**src/rtl/htfd_pkg.sv**
```systemverilog
// ----------------------------------------------------------------------------
// htfd_pkg: shared types, constants and functions of the frame decoder
// CRC-8 step, status codes, frame byte positions and the scaled division
// by 65535 used for the fixed-point conversion.
// ----------------------------------------------------------------------------
package htfd_pkg;

	localparam logic [7:0]  CRC_INIT    = 8'hFF;
	localparam logic [7:0]  CRC_POLY    = 8'h31;
	localparam logic [14:0] TEMP_SCALE  = 15'd17500;
	localparam logic [14:0] TEMP_OFFSET = 15'd4500;
	localparam logic [13:0] HUM_SCALE   = 14'd10000;

	localparam logic [2:0] POS_T_MSB  = 3'd0;
	localparam logic [2:0] POS_T_LSB  = 3'd1;
	localparam logic [2:0] POS_T_CRC  = 3'd2;
	localparam logic [2:0] POS_RH_MSB = 3'd3;
	localparam logic [2:0] POS_RH_LSB = 3'd4;
	localparam logic [2:0] POS_RH_CRC = 3'd5;

	typedef enum logic [1:0] {
		STATUS_OK       = 2'd0,
		STATUS_TEMP_CRC = 2'd1,
		STATUS_HUM_CRC  = 2'd2
	} status_t;

	typedef struct packed {
		status_t     status;
		logic [15:0] temp_word;
		logic [15:0] hum_word;
	} frame_result_t;

	// CRC-8 over one byte, MSB first, no final XOR
	function automatic logic [7:0] crc8_byte(input logic [7:0] crc, input logic [7:0] b);
		logic [7:0] c;
		c = crc ^ b;
		for (int k = 0; k < 8; k++) begin
			if (c[7]) begin
				c = {c[6:0], 1'b0} ^ CRC_POLY;
			end else begin
				c = {c[6:0], 1'b0};
			end
		end
		return c;
	endfunction

	// floor(x / 65535) for x below 2^31: x = q0*65536 + lo, so the remainder
	// against 65535 is lo + q0, which stays below twice the divisor
	function automatic logic [15:0] div_65535(input logic [30:0] x);
		logic [14:0] q0;
		logic [16:0] r;
		q0 = x[30:16];
		r  = {1'b0, x[15:0]} + {2'b00, q0};
		return {1'b0, q0} + {15'd0, (r >= 17'd65535)};
	endfunction

endpackage

```
**src/rtl/htfd_frame_parse.sv**
```systemverilog
// ----------------------------------------------------------------------------
// htfd_frame_parse: byte sequencer and CRC check of one measurement frame
// Tracks the byte position, runs the CRC over each word and assembles the
// raw words; flags the sixth byte and presents status and words for it.
// ----------------------------------------------------------------------------
module htfd_frame_parse import htfd_pkg::*; (
	input  logic          clk,
	input  logic          arst_n,
	input  logic          fire,
	input  logic [7:0]    rx_byte,
	input  logic          frame_start,
	output logic          done,
	output frame_result_t result
);

	logic [2:0]  pos_q;
	logic [7:0]  crc_q;
	logic [15:0] temp_word_q;
	logic        temp_good_q;
	logic [7:0]  hum_high_q;
	logic [7:0]  hum_low_q;

	logic [2:0]  pos;
	logic [7:0]  crc_next;
	logic        hum_good;

	// a start mark or an out-of-range position restarts the frame
	assign pos = (frame_start || pos_q > POS_RH_CRC) ? POS_T_MSB : pos_q;
	assign done = (pos == POS_RH_CRC);
	assign crc_next = crc8_byte((pos == POS_T_MSB || pos == POS_RH_MSB) ? CRC_INIT : crc_q,
		rx_byte);
	assign hum_good = (crc_q == rx_byte);

	always_comb begin
		result.temp_word = temp_word_q;
		result.hum_word  = {hum_high_q, hum_low_q};
		priority if (!temp_good_q) begin
			result.status = STATUS_TEMP_CRC;
		end else if (!hum_good) begin
			result.status = STATUS_HUM_CRC;
		end else begin
			result.status = STATUS_OK;
		end
	end

	always_ff @(posedge clk or negedge arst_n) begin
		if (!arst_n) begin
			pos_q       <= POS_T_MSB;
			crc_q       <= CRC_INIT;
			temp_word_q <= '0;
			temp_good_q <= 1'b0;
			hum_high_q  <= '0;
			hum_low_q   <= '0;
		end else if (fire) begin
			// wrap after the sixth byte
			pos_q <= (pos == POS_RH_CRC) ? POS_T_MSB : pos + 3'd1;
			unique case (pos)
				POS_T_MSB: begin
					crc_q       <= crc_next;
					temp_word_q <= {rx_byte, 8'h00};
				end
				POS_T_LSB: begin
					crc_q             <= crc_next;
					temp_word_q[7:0] <= rx_byte;
				end
				POS_T_CRC: begin
					temp_good_q <= (crc_q == rx_byte);
				end
				POS_RH_MSB: begin
					crc_q      <= crc_next;
					hum_high_q <= rx_byte;
				end
				POS_RH_LSB: begin
					crc_q     <= crc_next;
					hum_low_q <= rx_byte;
				end
				default: begin
					// frame complete: restart the CRC
					crc_q <= CRC_INIT;
				end
			endcase
		end
	end

endmodule

```
**src/rtl/humidity_temp_frame_decoder.sv**
```systemverilog
// ----------------------------------------------------------------------------
// humidity_temp_frame_decoder: measurement frame decoder with CRC check
// Three-stage pipeline: input register, frame parse and scale multiply,
// division by 65535 into the result register.
// ----------------------------------------------------------------------------
// The block takes one frame byte per cycle (T_MSB, T_LSB, T_CRC, RH_MSB,
// RH_LSB, RH_CRC) and gives one result after every sixth byte through the
// multiply stage and the result register. Bytes keep flowing while a result
// waits to be taken; the input stalls only when the sixth byte of the next
// frame finds the multiply stage full and the result stalled. Temperature
// is 17500*raw/65535 - 4500 in hundredths of a degree and humidity is
// 10000*raw/65535 in hundredths of a percent, both truncated and both zero
// when a CRC check fails. The rate is set by the byte-wide CRC step, one
// byte per cycle while the input is not stalled.
module humidity_temp_frame_decoder import htfd_pkg::*; (
	input  logic               clk,
	input  logic               arst_n,
	input  logic               rx_valid,
	output logic               rx_stall,
	input  logic [7:0]         rx_byte,
	input  logic               frame_start,
	output logic               result_valid,
	input  logic               result_stall,
	output logic [1:0]         status,
	output logic signed [14:0] temperature_centi,
	output logic [13:0]        humidity_centi,
	output logic [15:0]        temperature_word,
	output logic [15:0]        humidity_word
);

	logic          valid_s1;
	logic [7:0]    byte_s1;
	logic          start_s1;

	logic          valid_s2;
	status_t       status_s2;
	logic [15:0]   temp_word_s2;
	logic [15:0]   hum_word_s2;
	logic [30:0]   temp_prod_s2;
	logic [29:0]   hum_prod_s2;

	logic          out_load;
	logic          s2_ready;
	logic          s1_done;
	logic          s1_fire;
	frame_result_t frame;

	logic [15:0]   temp_q;
	logic [15:0]   hum_q;

	assign out_load = !result_valid || !result_stall;
	assign s2_ready = !valid_s2 || out_load;
	assign rx_stall = valid_s1 && s1_done && !s2_ready;
	assign s1_fire  = valid_s1 && (!s1_done || s2_ready);

	htfd_frame_parse u_parse (
		.clk         (clk),
		.arst_n      (arst_n),
		.fire        (s1_fire),
		.rx_byte     (byte_s1),
		.frame_start (start_s1),
		.done        (s1_done),
		.result      (frame)
	);

	assign temp_q = div_65535(temp_prod_s2);
	assign hum_q  = div_65535({1'b0, hum_prod_s2});

	always_ff @(posedge clk or negedge arst_n) begin
		if (!arst_n) begin
			valid_s1     <= 1'b0;
			valid_s2     <= 1'b0;
			result_valid <= 1'b0;
		end else begin
			if (!rx_stall) begin
				valid_s1 <= rx_valid;
			end
			if (s2_ready) begin
				valid_s2 <= s1_fire && s1_done;
			end
			if (out_load) begin
				result_valid <= valid_s2;
			end
		end
	end

	// payload registers: load only when the stage takes a new request
	always_ff @(posedge clk) begin
		if (rx_valid && !rx_stall) begin
			byte_s1  <= rx_byte;
			start_s1 <= frame_start;
		end
		if (s1_fire && s1_done && s2_ready) begin
			status_s2    <= frame.status;
			temp_word_s2 <= frame.temp_word;
			hum_word_s2  <= frame.hum_word;
			temp_prod_s2 <= 31'(frame.temp_word) * 31'(TEMP_SCALE);
			hum_prod_s2  <= 30'(frame.hum_word) * 30'(HUM_SCALE);
		end
		if (valid_s2 && out_load) begin
			status           <= status_s2;
			temperature_word <= temp_word_s2;
			humidity_word    <= hum_word_s2;
			if (status_s2 == STATUS_OK) begin
				temperature_centi <= signed'(temp_q[14:0] - TEMP_OFFSET);
				humidity_centi    <= hum_q[13:0];
			end else begin
				temperature_centi <= '0;
				humidity_centi    <= '0;
			end
		end
	end

endmodule

```
**config.mk**
```make
export PLATFORM = sky130hd
export DESIGN_NAME = humidity_temp_frame_decoder
export DESIGN_NICKNAME = d
export VERILOG_FILES = /design/src/rtl/htfd_pkg.sv /design/src/rtl/htfd_frame_parse.sv /design/src/rtl/humidity_temp_frame_decoder.sv
export SDC_FILE = /design/constraint.sdc
export NUM_CORES = 1
export LEC_CHECK = 0
export CAP_MARGIN = 20
export CORE_ASPECT_RATIO = 1.1
export CORE_MARGIN = 1.5
export CORE_UTILIZATION = 65
export DETAILED_ROUTE_END_ITERATION = 10
export DONT_BUFFER_PORTS = 1
export GPL_ROUTABILITY_DRIVEN = 0
export PLACE_DENSITY = 0.9
export SLEW_MARGIN = 40
export SYNTH_ARGS = -nofsm -noshare
export SYNTH_HDL_FRONTEND = slang
export SYNTH_HIERARCHICAL = 1
export SYNTH_SLANG_ARGS = --single-unit
```
**constraint.sdc**
```tcl
create_clock -name clk -period 6 [get_ports clk]
set_input_delay 0.6 -clock clk [delete_from_list [all_inputs] [get_ports clk]]
set_output_delay 0.6 -clock clk [all_outputs]
set_load 0.05 [all_outputs]
```
# After elaboration in Yosys (flattened, before gate mapping)
# Index checks and enable logic that the tools add are counted.
[totals] ff_bits=208 out_inout_bits=65 elab_cells=91
[op_classes] add_sub_neg=6 n_mul=2 magnitude_cmp=3 n_eq_ne=6 mux=14 bitwise_logic=10 reduce_logical=28
[op_table] cell="2-to-1 mux 6 bit" n=8
[op_table] cell=">= comparator 17 x 16 -> 1 bit (second input constant)" n=2
[op_table] cell="one-hot mux 8 bit (2 select lines)" n=2
[op_table] cell="multiplier 16 x 13 -> 29 bit (second input constant)" n=1
[op_table] cell="multiplier 16 x 10 -> 26 bit (second input constant)" n=1
[op_table] cell="NOT 3 bit" n=8
[op_table] cell="adder 16 x 14 -> 17 bit" n=1
[op_table] cell="adder 16 x 15 -> 17 bit" n=1
[op_table] cell="adder 15 x 1 -> 15 bit" n=1
[op_table] cell="subtractor 15 x 13 -> 15 bit (second input constant)" n=1
[op_table] cell="adder 14 x 1 -> 14 bit" n=1
[op_table] cell="AND reduction 2 bit" n=6
[op_table] cell="equality test 8 bit" n=1
[op_table] cell="2-to-1 mux 8 bit" n=1
[op_table] cell="XOR 8 bit" n=1
[op_table] cell="logical AND 1 bit" n=7
[op_table] cell="equality test 3 x 2 -> 1 bit (second input constant)" n=2
[op_table] cell="equality test 3 bit (second input constant)" n=2
[op_table] cell="logical NOT 1 bit" n=6
[op_table] cell="2-to-1 mux 3 bit" n=2
[op_table] cell="logical OR 1 bit" n=5
[op_table] cell="OR reduction 4 bit" n=1
[op_table] cell="adder 3 x 1 -> 3 bit (second input constant)" n=1
[op_table] cell="equality test 3 x 1 -> 1 bit (second input constant)" n=1
[op_table] cell="other kinds (6)" n=6

# Depth between registers and ports, before layout
# Gate-level depths: netlist of run 1.
[depth] ltp_word=24 depth_mapped=20

# Cells and area by module
# Netlist of run 1, hierarchy kept.
[by_module_without_submodules] mod="humidity_temp_frame_decoder" n_inst=1 cells_per_inst=1077 area_per_inst_um2=12314.3
[by_module_without_submodules] mod="htfd_frame_parse" n_inst=1 cells_per_inst=190 area_per_inst_um2=2321.0

# Worst setup path before layout of run 1
# No wires, ideal clock.
[synth_timing] path_type="register -> register" startpoint="register result_valid" endpoint="register humidity_centi[0], enable pin" setup_ns=0.580 t_arrival_ns=5.246 required_time_ns=5.420 path_slack_ns=0.174 stages_incl_launch_ff=2 synth_period_minus_slack_ns=5.826 cell_sequence="dfrtp_1 > a21boi_0"
[synth_via] elab_chain_len=3
[synth_lines] item="from (decl)" line_no="humidity_temp_frame_decoder.sv:22" source="output logic result_valid,"
[synth_lines] item="from (signal assigned)" line_no="humidity_temp_frame_decoder.sv:82" source="result_valid <= valid_s2;"
[synth_lines] item="logical NOT 1 bit" line_no="humidity_temp_frame_decoder.sv:51" source="assign out_load = !result_valid || !result_stall;"
[synth_lines] item="logical OR 1 bit" line_no="humidity_temp_frame_decoder.sv:51"
[synth_lines] item="logical AND 1 bit" line_no="humidity_temp_frame_decoder.sv:100" source="if (valid_s2 && out_load) begin"
[synth_lines] item="to (signal assigned)" line_no="humidity_temp_frame_decoder.sv:106" source="humidity_centi <= hum_q[13:0];"
[synth_lines] item="to (decl)" line_no="humidity_temp_frame_decoder.sv:26" source="output logic [13:0] humidity_centi,"
# No other way between the ends.
# A chain may end at the register's enable or synchronous reset.

# Worst setup path after layout of run 1
[layout_timing] startpoint="register u_parse.hum_low_q[4]" endpoint="register hum_prod_s2[29] (data pin)"
[layout_via] elab_chain_len=1
[layout_lines] item="from (decl)" line_no="htfd_frame_parse.sv:21" source="logic [7:0] hum_low_q;"
[layout_lines] item="from (signal assigned)" line_no="htfd_frame_parse.sv:75" source="hum_low_q <= rx_byte;"
[layout_lines] item="multiplier 16 x 10 -> 26 bit" line_no="humidity_temp_frame_decoder.sv:98" source="hum_prod_s2 <= 30'(frame.hum_word) * 30'(HUM_SCALE);"
[layout_lines] item="to (signal assigned)" line_no="humidity_temp_frame_decoder.sv:98"
[layout_lines] item="to (decl)" line_no="humidity_temp_frame_decoder.sv:40" source="logic [29:0] hum_prod_s2;"
# No other way between the ends.

==> results.toml, run 1 <==
[sta]
worst_pin_slew_ns = 0.804
min_period_ns = 5.25
hold_violations = 0
skew_ns = 0.0262
setup_viol_count_final = 0
fin_crit_sh_pct = 87.4
rsz0062_at_grt = "no"
maxSlewHeadroom_pct = 46.4
fmax_mhz = 191
worst_hold_slack_ns = 0.178
finalSetupTns_ns = 0
maxSlewViolCount = 0

[critical_path]
arrival_ns = 5.51
start_kind = "register"
worst-path-buf-inv = 6
path_class = "reg2reg"
cpMaxStageDelayCell = "fa_1"
cp_cell_sequence = "inv_1 > fa_1 > inv_1 > ha_1 > inv_1 > fa_1 > inv_1 > ha_1 > inv_1 > fa_1 > inv_1 > ha_1 > nand4_1 > nor3_1 > or2_2 > o21ai_0 > o211a_1 > o21bai_1 > a21oi_1 > xnor2_1"
end_kind = "register"
cpMostUsedCell = "inv_1"
critical_path.top_delay_family = "adder cells"
worstPathMaxFanout = 6
slowest_delay_ns = 0.56
required_ns = 6.27

[routing]
drt_drc_violations_left = 0
wl_per_cell_um = 18.8
vias_per_cell = 5.99
wl_um = 29700
first_pass_iters = 5
vias = 9484
ant_nets = 0
drtIter0Drc = 630

[synthesis]
synthTopCellsByArea = "edfxtp_1 (32%), ha_1 (17%), fa_1 (11%)"
synth.most_common_cell = "ha_1"
netlist_area_sq_um = 14600
async_flop_share_pct = 23.2
ys_warn_count = 6
syn_avg_cell_area_sq_um = 11.6
yosysSeqAreaShare_pct = 40.1
yosys_most_used_dff = "edfxtp_1"
synth_common_cells = "ha_1 (196), inv_1 (193), edfxtp_1 (156)"
synth_edf_count = 156
yosysUniqueCellTypes = 76
synthCells = 1267
synth_top_area_share_pct = 32.0
synth_top_area_cell = "edfxtp_1"
ys_seq_elements = 203
syn-num-nets = 1558

[finish]
drive_gt1_share_pct = 7.15
area_growth_pct = 7.10
multiInputGateArea_sq_um = 7930
fillers = 1455
antennaDiodeCount = 0
seq_area_sq_um = 5870
fin_nets = 1562
finalInstanceArea_sq_um = 15700
final_core_util_pct = 70.9

[cts]
htree_levels = 1
clock_path_buffers = 3
cts_sinks = 203
post_cts_resized = 0
numCtsBuffers = 22
insertion_delay_ns = 0.52
clk_pin_slew_ns = 0.07
cts_tree = "done"
root_buffer = "clkbuf_16"

[floorplan]
die_area_sq_um = 23400
core_area_sq_um = 22100
die_h_um = 160
start_util_pct = 66.2
die_x_um = 146
ioPinCount = 78
num_rows = 57

[placed_design]
place_area_sq_um = 14900
numPortBuffers = 0
hpwl_um = 21800

[flow_run]
drv_cap = 0

[grt]
grt-ovfl-total = 0
grt_antenna_before_repair = 0
grt_max_degree = 85
grt_pass1_wl_um = 48300
grt_pass1_vias = 9908
grt_use_total_pct = 25.7

[status]
status = "complete, no violations"

[hold_path]
hold_path.class = "in2reg"
## kinds of logic after synthesis
| kind of cell | Yosys count | synth area share (%) |
|---|---|---|
| adders and majority gates | 278 | 28.0 |
| muxes | 29 | 2.24 |
| buffers and inverters | 217 | 5.86 |
| AOI/OAI and AO/OA | 220 | 9.81 |
| and+or+nand+nor | 221 | 7.54 |
| xor gates and xnor gates | 99 | 6.45 |
| DFF | 203 | 40.1 |
## area by class of cell
cell class / instances / share of cell area, %
multi-input cells: 847 / 50.6
clock inverters: 9 / 0.559
clock buffers: 31 / 4.05
repair buffers: 4 / 0.383
well taps: 295 / 2.35
flip-flops and latches: 203 / 37.5
inverters: 193 / 4.62
## layout by cell type, fill, tap and decap left out, types with 4 or more instances in the layout
cell type	count
dfstp_2	8
mux2_2	26
xnor2_1	55
o21a_1	10
a211oi_1	13
xor2_1	37
and3_1	11
a31oi_1	4
dfrtp_1	39
nor4_1	12
or3_1	5
clkbuf_1	5
a21oi_1	65
fa_1	82
o21bai_1	11
inv_1	193
a21o_1	22
clkinvlp_4	4
nand2_1	38
nand2b_1	8
nor2b_1	10
nor2_1	70
a22o_1	9
edfxtp_1	156
nor3_1	11
ha_1	196
and2_1	5
nand3_1	22
o21ai_0	47
clkbuf_16	23
nand4_1	12
## worst paths after layout
path,from,to,slack (ns),depth (start not counted)
worst max-delay path,u_parse/hum_low_q[4],hum_prod_s2[29],0.75,20
worst min-delay path,rx_byte[6],byte_s1[6],0.18,0
worst max register to register,u_parse/hum_low_q[4],hum_prod_s2[29],0.75,20
worst min register to register,hum_word_s2[14],humidity_word[14],0.41,0
max in group asynchronous,arst_n,u_parse/crc_q[5],5.11,2
min in group asynchronous,arst_n,u_parse/hum_high_q[6],0.59,2
## flip-flops by register name, summed over array words and instances (netlist names), 2 cells and up
register / cells
temp_prod_s2: 28
hum_prod_s2: 22
hum_word_s2: 16
humidity_word: 16
temp_word_s2: 16
temperature_word: 16
u_parse/temp_word_q: 16
temperature_centi: 15
humidity_centi: 14
byte_s1: 8
u_parse/crc_q: 8
u_parse/hum_high_q: 8
u_parse/hum_low_q: 8
u_parse/pos_q: 3
status: 2
status_s2: 2
## worst reg2reg max path: cells and delay by family, from the launching register on
family / cells / cell delay, ns
AO/OA/AOI/OAI: 4 / 1.05
AND/OR/NAND/NOR: 3 / 0.51
XOR/XNOR: 1 / 0.10
adder cells (fa/ha/maj): 6 / 2.49
buffers and inverters: 6 / 0.38
flip-flops: 1 / 0.47
## metrics by stage
step                setup WS [ns]  cells
global placement             1.16   1540
detailed placement          0.931   1540
floorplan                   0.174   1267
finish                      0.753   1582
global route                0.543   1582
CTS                         0.859   1582
## repair_timing
action,CTS,global route
setup buffers,0,0
hold buffers,2,0
endpoints found under the hold margin,47,0
## layer usage
metal,up-vias,global-route usage (%),part of all wire (%)
met2,333,45.4,50
li1,4431,-,-
met3,88,4.35,5.9
met4,0,10.3,3.5
met5,-,0,0
met1,4632,31.7,40
Power of run 1 is left out: the tool's default activity adds up to more than one toggle a clock period on the data nets, which glitch-free logic cannot reach.
==> run 2: changes to the inputs <==
Settings changed: CELL_PAD_IN_SITES_DETAIL_PLACEMENT from default to 0, CELL_PAD_IN_SITES_GLOBAL_PLACEMENT from default to 1, CORE_UTILIZATION 65 to 53.
==> run 2 against run 1 <==
Effect of this change: critical endpoint is now hum_prod_s2[22]; clock skew up 0.0064 ns; setup slack better by 0.22 ns; register-to-register slack better by 0.22 ns; die area up 22%; worst hold slack worse by 0.0086 ns; largest cell class unchanged; final cell count up 4.2%; critical path type unchanged; sequential share of layout area down 0.30 points; count of clock-buffer cells in the layout down 3; flip-flop and latch count unchanged; first-iteration DRC count down 27%; global-route usage down 5.7 points; via count down 3.8%.
==> results.toml, run 2 (synthesis results as in run 1) <==
[status]
status = "complete, no violations"

[routing]
wl_um = 28100
drtIter0Drc = 462
vias = 9120
first_pass_iters = 5
ant_nets = 0
wl_per_cell_um = 17.0
vias_per_cell = 5.53
drt_drc_violations_left = 0

[placed_design]
hpwl_um = 21600
numPortBuffers = 0

[sta]
worst_pin_slew_ns = 0.743
finalSetupTns_ns = 0
maxSlewHeadroom_pct = 50.4
hold_violations = 0
maxSlewViolCount = 0
fin_crit_sh_pct = 83.7
setup_viol_count_final = 0
rsz0062_at_grt = "no"
fmax_mhz = 199
min_period_ns = 5.02
skew_ns = 0.0326

[grt]
grt-ovfl-total = 0
grt_max_degree = 55
grt_use_total_pct = 20.0
grt_antenna_before_repair = 1
grt_pass1_vias = 9016
grt_pass1_wl_um = 45600

[cts]
postCtsSetupRepairBufs = 0
numCtsBuffers = 23
post_cts_resized = 0
cts_tree = "done"
root_buffer = "clkbuf_16"
cts_sinks = 203
clock_path_buffers = 3
clk_pin_slew_ns = 0.06
insertion_delay_ns = 0.53
htree_levels = 1
postCtsHoldBufs = 2

[finish]
largest_reg_flops = 28
area_growth_pct = 7.97
top_regs = "temp_prod_s2 (28), hum_prod_s2 (22)"
final_common_cell = "ha_1"
antennaDiodeCount = 0
final_cell_mix = "ha_1 (196), inv_1 (193), edfxtp_1 (156), fa_1 (82), nor2_1 (70)"
fin_nets = 1565
drive_gt1_share_pct = 7.51
regMostFlops = "temp_prod_s2"

[critical_path]
cpMostUsedCell = "inv_1"
start_kind = "register"
path_class = "reg2reg"
arrival_ns = 5.28
end_kind = "register"
cpMaxStageDelayCell = "fa_1"
cp_cell_sequence = "inv_1 > fa_1 > inv_1 > ha_1 > inv_1 > fa_1 > inv_1 > ha_1 > inv_1 > fa_1 > inv_1 > ha_1 > nor3_1 > o21ai_0 > a31oi_1 > o21ai_0 > a21oi_1 > o21ai_0 > a21oi_1 > xnor2_1"
worstPathMaxFanout = 6
slowest_delay_ns = 0.55
worst-path-buf-inv = 6
critical_path.top_delay_family = "adder cells"
required_ns = 6.25

[hold_path]
hold_path.class = "in2reg"

[floorplan]
die_area_sq_um = 28600
num_rows = 63
start_util_pct = 54.1
die_x_um = 161
core_area_sq_um = 27000
die_h_um = 177
ioPinCount = 78

[flow_run]
drv_cap = 0
[run 2: path summary, 6_finish.rpt]
check,from,to,slack [ns],depth (start not counted)
setup / recovery,u_parse/hum_low_q[4],hum_prod_s2[22],0.98,20
hold / removal,rx_byte[1],byte_s1[1],0.17,0
setup reg to reg,u_parse/hum_low_q[4],hum_prod_s2[22],0.98,20
hold reg to reg,temp_word_s2[15],temperature_word[15],0.40,0
max in group asynchronous,arst_n,u_parse/crc_q[7],5.13,2
min in group asynchronous,arst_n,u_parse/hum_high_q[7],0.59,2
[run 2: final cells by class]
cell class                      count  area, sq um
Fill cell                        2221        11200
Clock buffer                       28          614
Sequential cell                   203         5870
Inverter                          193          724
Multi-Input combinational cell    847         7930
Timing Repair Buffer                6         82.6
Tap cell                          357          447
Clock inverter                     14          135
[run 2: routing by layer]
| layer | global-route usage, % | routed length (um) | up-vias |
|---|---|---|---|
| met5 | 0 | 0 | - |
| met4 | 6.71 | 839 | 0 |
| met3 | 2.62 | 1270 | 54 |
| met2 | 33.0 | 13000 | 210 |
| met1 | 27.4 | 13000 | 4410 |
| li1 | - | - | 4446 |
[run 2: metrics by stage]
step / utilization [%] / worst slack (ns) / hold WS [ns] / std cells / instance area (sq um)
final: 58.4 / 0.978 / 0.169 / 1648 / 15800
after global routing: 58.4 / 0.554 / 0.147 / 1648 / 15800
after CTS: 58.4 / 0.972 / 0.147 / 1648 / 15800
after detailed placement: 55.5 / 0.990 / 0.307 / 1604 / 15000
after global placement: 55.4 / 1.13 / 0.307 / 1602 / 15000
after floorplan: - / 0.174 / 0.304 / 1267 / 14600
[run 2: worst reg2reg max path: stages, from the launching register on]
cell	delay, ns
dfrtp_1	0.47
inv_1	0.14
fa_1	0.55
inv_1	0.04
ha_1	0.26
inv_1	0.05
fa_1	0.53
inv_1	0.04
ha_1	0.27
inv_1	0.05
fa_1	0.50
inv_1	0.04
ha_1	0.24
nor3_1	0.18
o21ai_0	0.11
a31oi_1	0.32
o21ai_0	0.23
a21oi_1	0.29
o21ai_0	0.12
a21oi_1	0.18
xnor2_1	0.13
Power of run 2 is left out for the same reason.
==> run 3: changes to the inputs <==
Settings changed: ABC_AREA from default to 1, CORE_UTILIZATION 53 to 46, PLACE_DENSITY 0.9 to 0.87.
Clock period 6 ns to 4.5 ns, I/O delays scaled along.
==> run 3 against run 2 <==
Effect of this change: die area rose by 23%; final area rose by 9.3%; setup slack got worse by 0.76 ns; worst hold slack got worse by 0.15 ns.
==> results.toml, run 3 <==
[synthesis]
synth_top_area_share_pct = 29.8
synth_edf_count = 156
async_flop_share_pct = 23.2
yosysSeqAreaShare_pct = 37.3
syn-num-nets = 2038
synthCells = 1747
synth_top_area_cell = "edfxtp_1"
synthTopCellsByArea = "edfxtp_1 (30%), ha_1 (16%), fa_1 (10%)"
yosysUniqueCellTypes = 47
synth.most_common_cell = "nand2_1"
netlist_area_sq_um = 15700
syn_avg_cell_area_sq_um = 9.01
ys_seq_elements = 203
synth_common_cells = "nand2_1 (351), inv_1 (348), ha_1 (196)"
ys_warn_count = 6
yosys_most_used_dff = "edfxtp_1"

[finish]
area_growth_pct = 9.77
top_regs = "temp_prod_s2 (28), hum_prod_s2 (22)"
antennaDiodeCount = 0
regMostFlops = "temp_prod_s2"
fin_nets = 2077
drive_gt1_share_pct = 7.16
fillers = 3073
final_cell_mix = "nand2_1 (351), inv_1 (347), ha_1 (196), edfxtp_1 (156), nor2_1 (133)"
final_common_cell = "nand2_1"
largest_reg_flops = 28

[sta]
maxSlewHeadroom_pct = 39.6
skew_ns = 0.0201
setup_ws_ns = 0.222
rsz0062_at_grt = "no"
maxSlewViolCount = 0
fin_crit_sh_pct = 95.1
min_period_ns = 4.28
fmax_mhz = 234
setup_viol_count_final = 0
finalSetupTns_ns = 0
worst_pin_slew_ns = 0.898
hold_violations = 0

[grt]
grt-ovfl-total = 0
grt_pass1_wl_um = 58700
grt_max_degree = 85
grt_pass1_vias = 11905
grt_antenna_before_repair = 0
grt_use_total_pct = 20.9

[cts]
htree_levels = 1
cts_tree = "done"
numCtsBuffers = 24
clk_pin_slew_ns = 0.06
root_buffer = "clkbuf_16"
clock_path_buffers = 3
postCtsSetupRepairBufs = 0
cts_sinks = 203
insertion_delay_ns = 0.53

[critical_path]
critical_path.top_delay_family = "adder cells"
cp_cell_sequence = "ha_1 > inv_1 > fa_1 > inv_1 > ha_1 > fa_1 > inv_1 > fa_1 > inv_1 > ha_1 > nand2_1 > inv_1 > a21boi_0 > o21ai_0 > nand2_1 > nand3_1 > nand2_1 > nand2_1"
path_class = "reg2reg"
slowest_delay_ns = 0.54
start_kind = "register"
cpMaxStageDelayCell = "fa_1"
arrival_ns = 4.55
worstPathMaxFanout = 7
worst-path-buf-inv = 5
required_ns = 4.77
cpMostUsedCell = "inv_1"
end_kind = "register"

[floorplan]
die_x_um = 179
die_area_sq_um = 35300
core_area_sq_um = 33500
die_h_um = 197
ioPinCount = 78
start_util_pct = 47.0
num_rows = 70

[routing]
drtIter0Drc = 829
wl_per_cell_um = 15.8
first_pass_iters = 5
vias_per_cell = 5.21
vias = 11645
drt_drc_violations_left = 0
ant_nets = 0
wl_um = 35300

[placed_design]
dpl_worst_slack_ns = 0.106
hpwl_um = 28000
numPortBuffers = 0

[hold_path]
hold_path.class = "in2reg"

[flow_run]
drv_cap = 0

[status]
status = "complete, no violations"
[run 3: metal layers]
metal | global-route usage, % | vias up | share of wire [%]
li1 | - | 5773 | -
met4 | 6.21 | 0 | 2.9
met2 | 35.7 | 321 | 48
met1 | 27.4 | 5472 | 44
met3 | 2.68 | 79 | 4.8
met5 | 0 | - | 0
[run 3: final cells by class]
| type | instances | area (sq um) | share of cell area, % |
|---|---|---|---|
| Timing Repair Buffer | 19 | 175 | 1.01 |
| Inverter | 351 | 1320 | 7.63 |
| Sequential cell | 203 | 5880 | 34.0 |
| Clock inverter | 12 | 150 | 0.869 |
| Tap cell | 432 | 541 | 3.13 |
| Multi-Input combinational cell | 1187 | 8560 | 49.6 |
| Clock buffer | 29 | 651 | 3.77 |
[run 3: repair_timing]
action                                  4_1_cts  5_1_grt
hold endpoints to repair                     47        0
endpoints found under the setup margin        0       23
hold buffers                                  2        0
gates resized for setup                       0       16
[run 3: path summary, 6_finish.rpt]
check                                        start                    end  slack, ns  cells past startpoint
setup / recovery           u_parse/temp_word_q[13]       temp_prod_s2[27]       0.22                     18
hold / removal                          rx_byte[3]             byte_s1[3]       0.02                      0
max in group asynchronous                   arst_n       u_parse/crc_q[0]       3.79                      2
min in group asynchronous                   arst_n  u_parse/hum_high_q[7]       0.44                      2
hold reg to reg                    temp_word_s2[3]    temperature_word[3]       0.41                      0
setup reg to reg           u_parse/temp_word_q[13]       temp_prod_s2[27]       0.22                     18
[run 3: cell families after synthesis]
group / share of synthesized area [%]
flops: 37.3
compound gates: 6.89
simple gates: 18.6
fa+ha+maj: 26.0
buf+inv: 8.56
xor+xnor: 2.67
[run 3: through the flow]
stage	std cells	hold slack, ns	util (%)	area [sq um]
finish	2233	0.0198	51.6	17300
global route	2233	0.00799	51.6	17300
CTS	2233	0.000147	51.5	17200
detailed placement	2190	0.156	49.0	16400
global placement	2189	0.156	49.0	16400
floorplan	1747	0.154	-	15700
Power of run 3 is left out for the same reason.
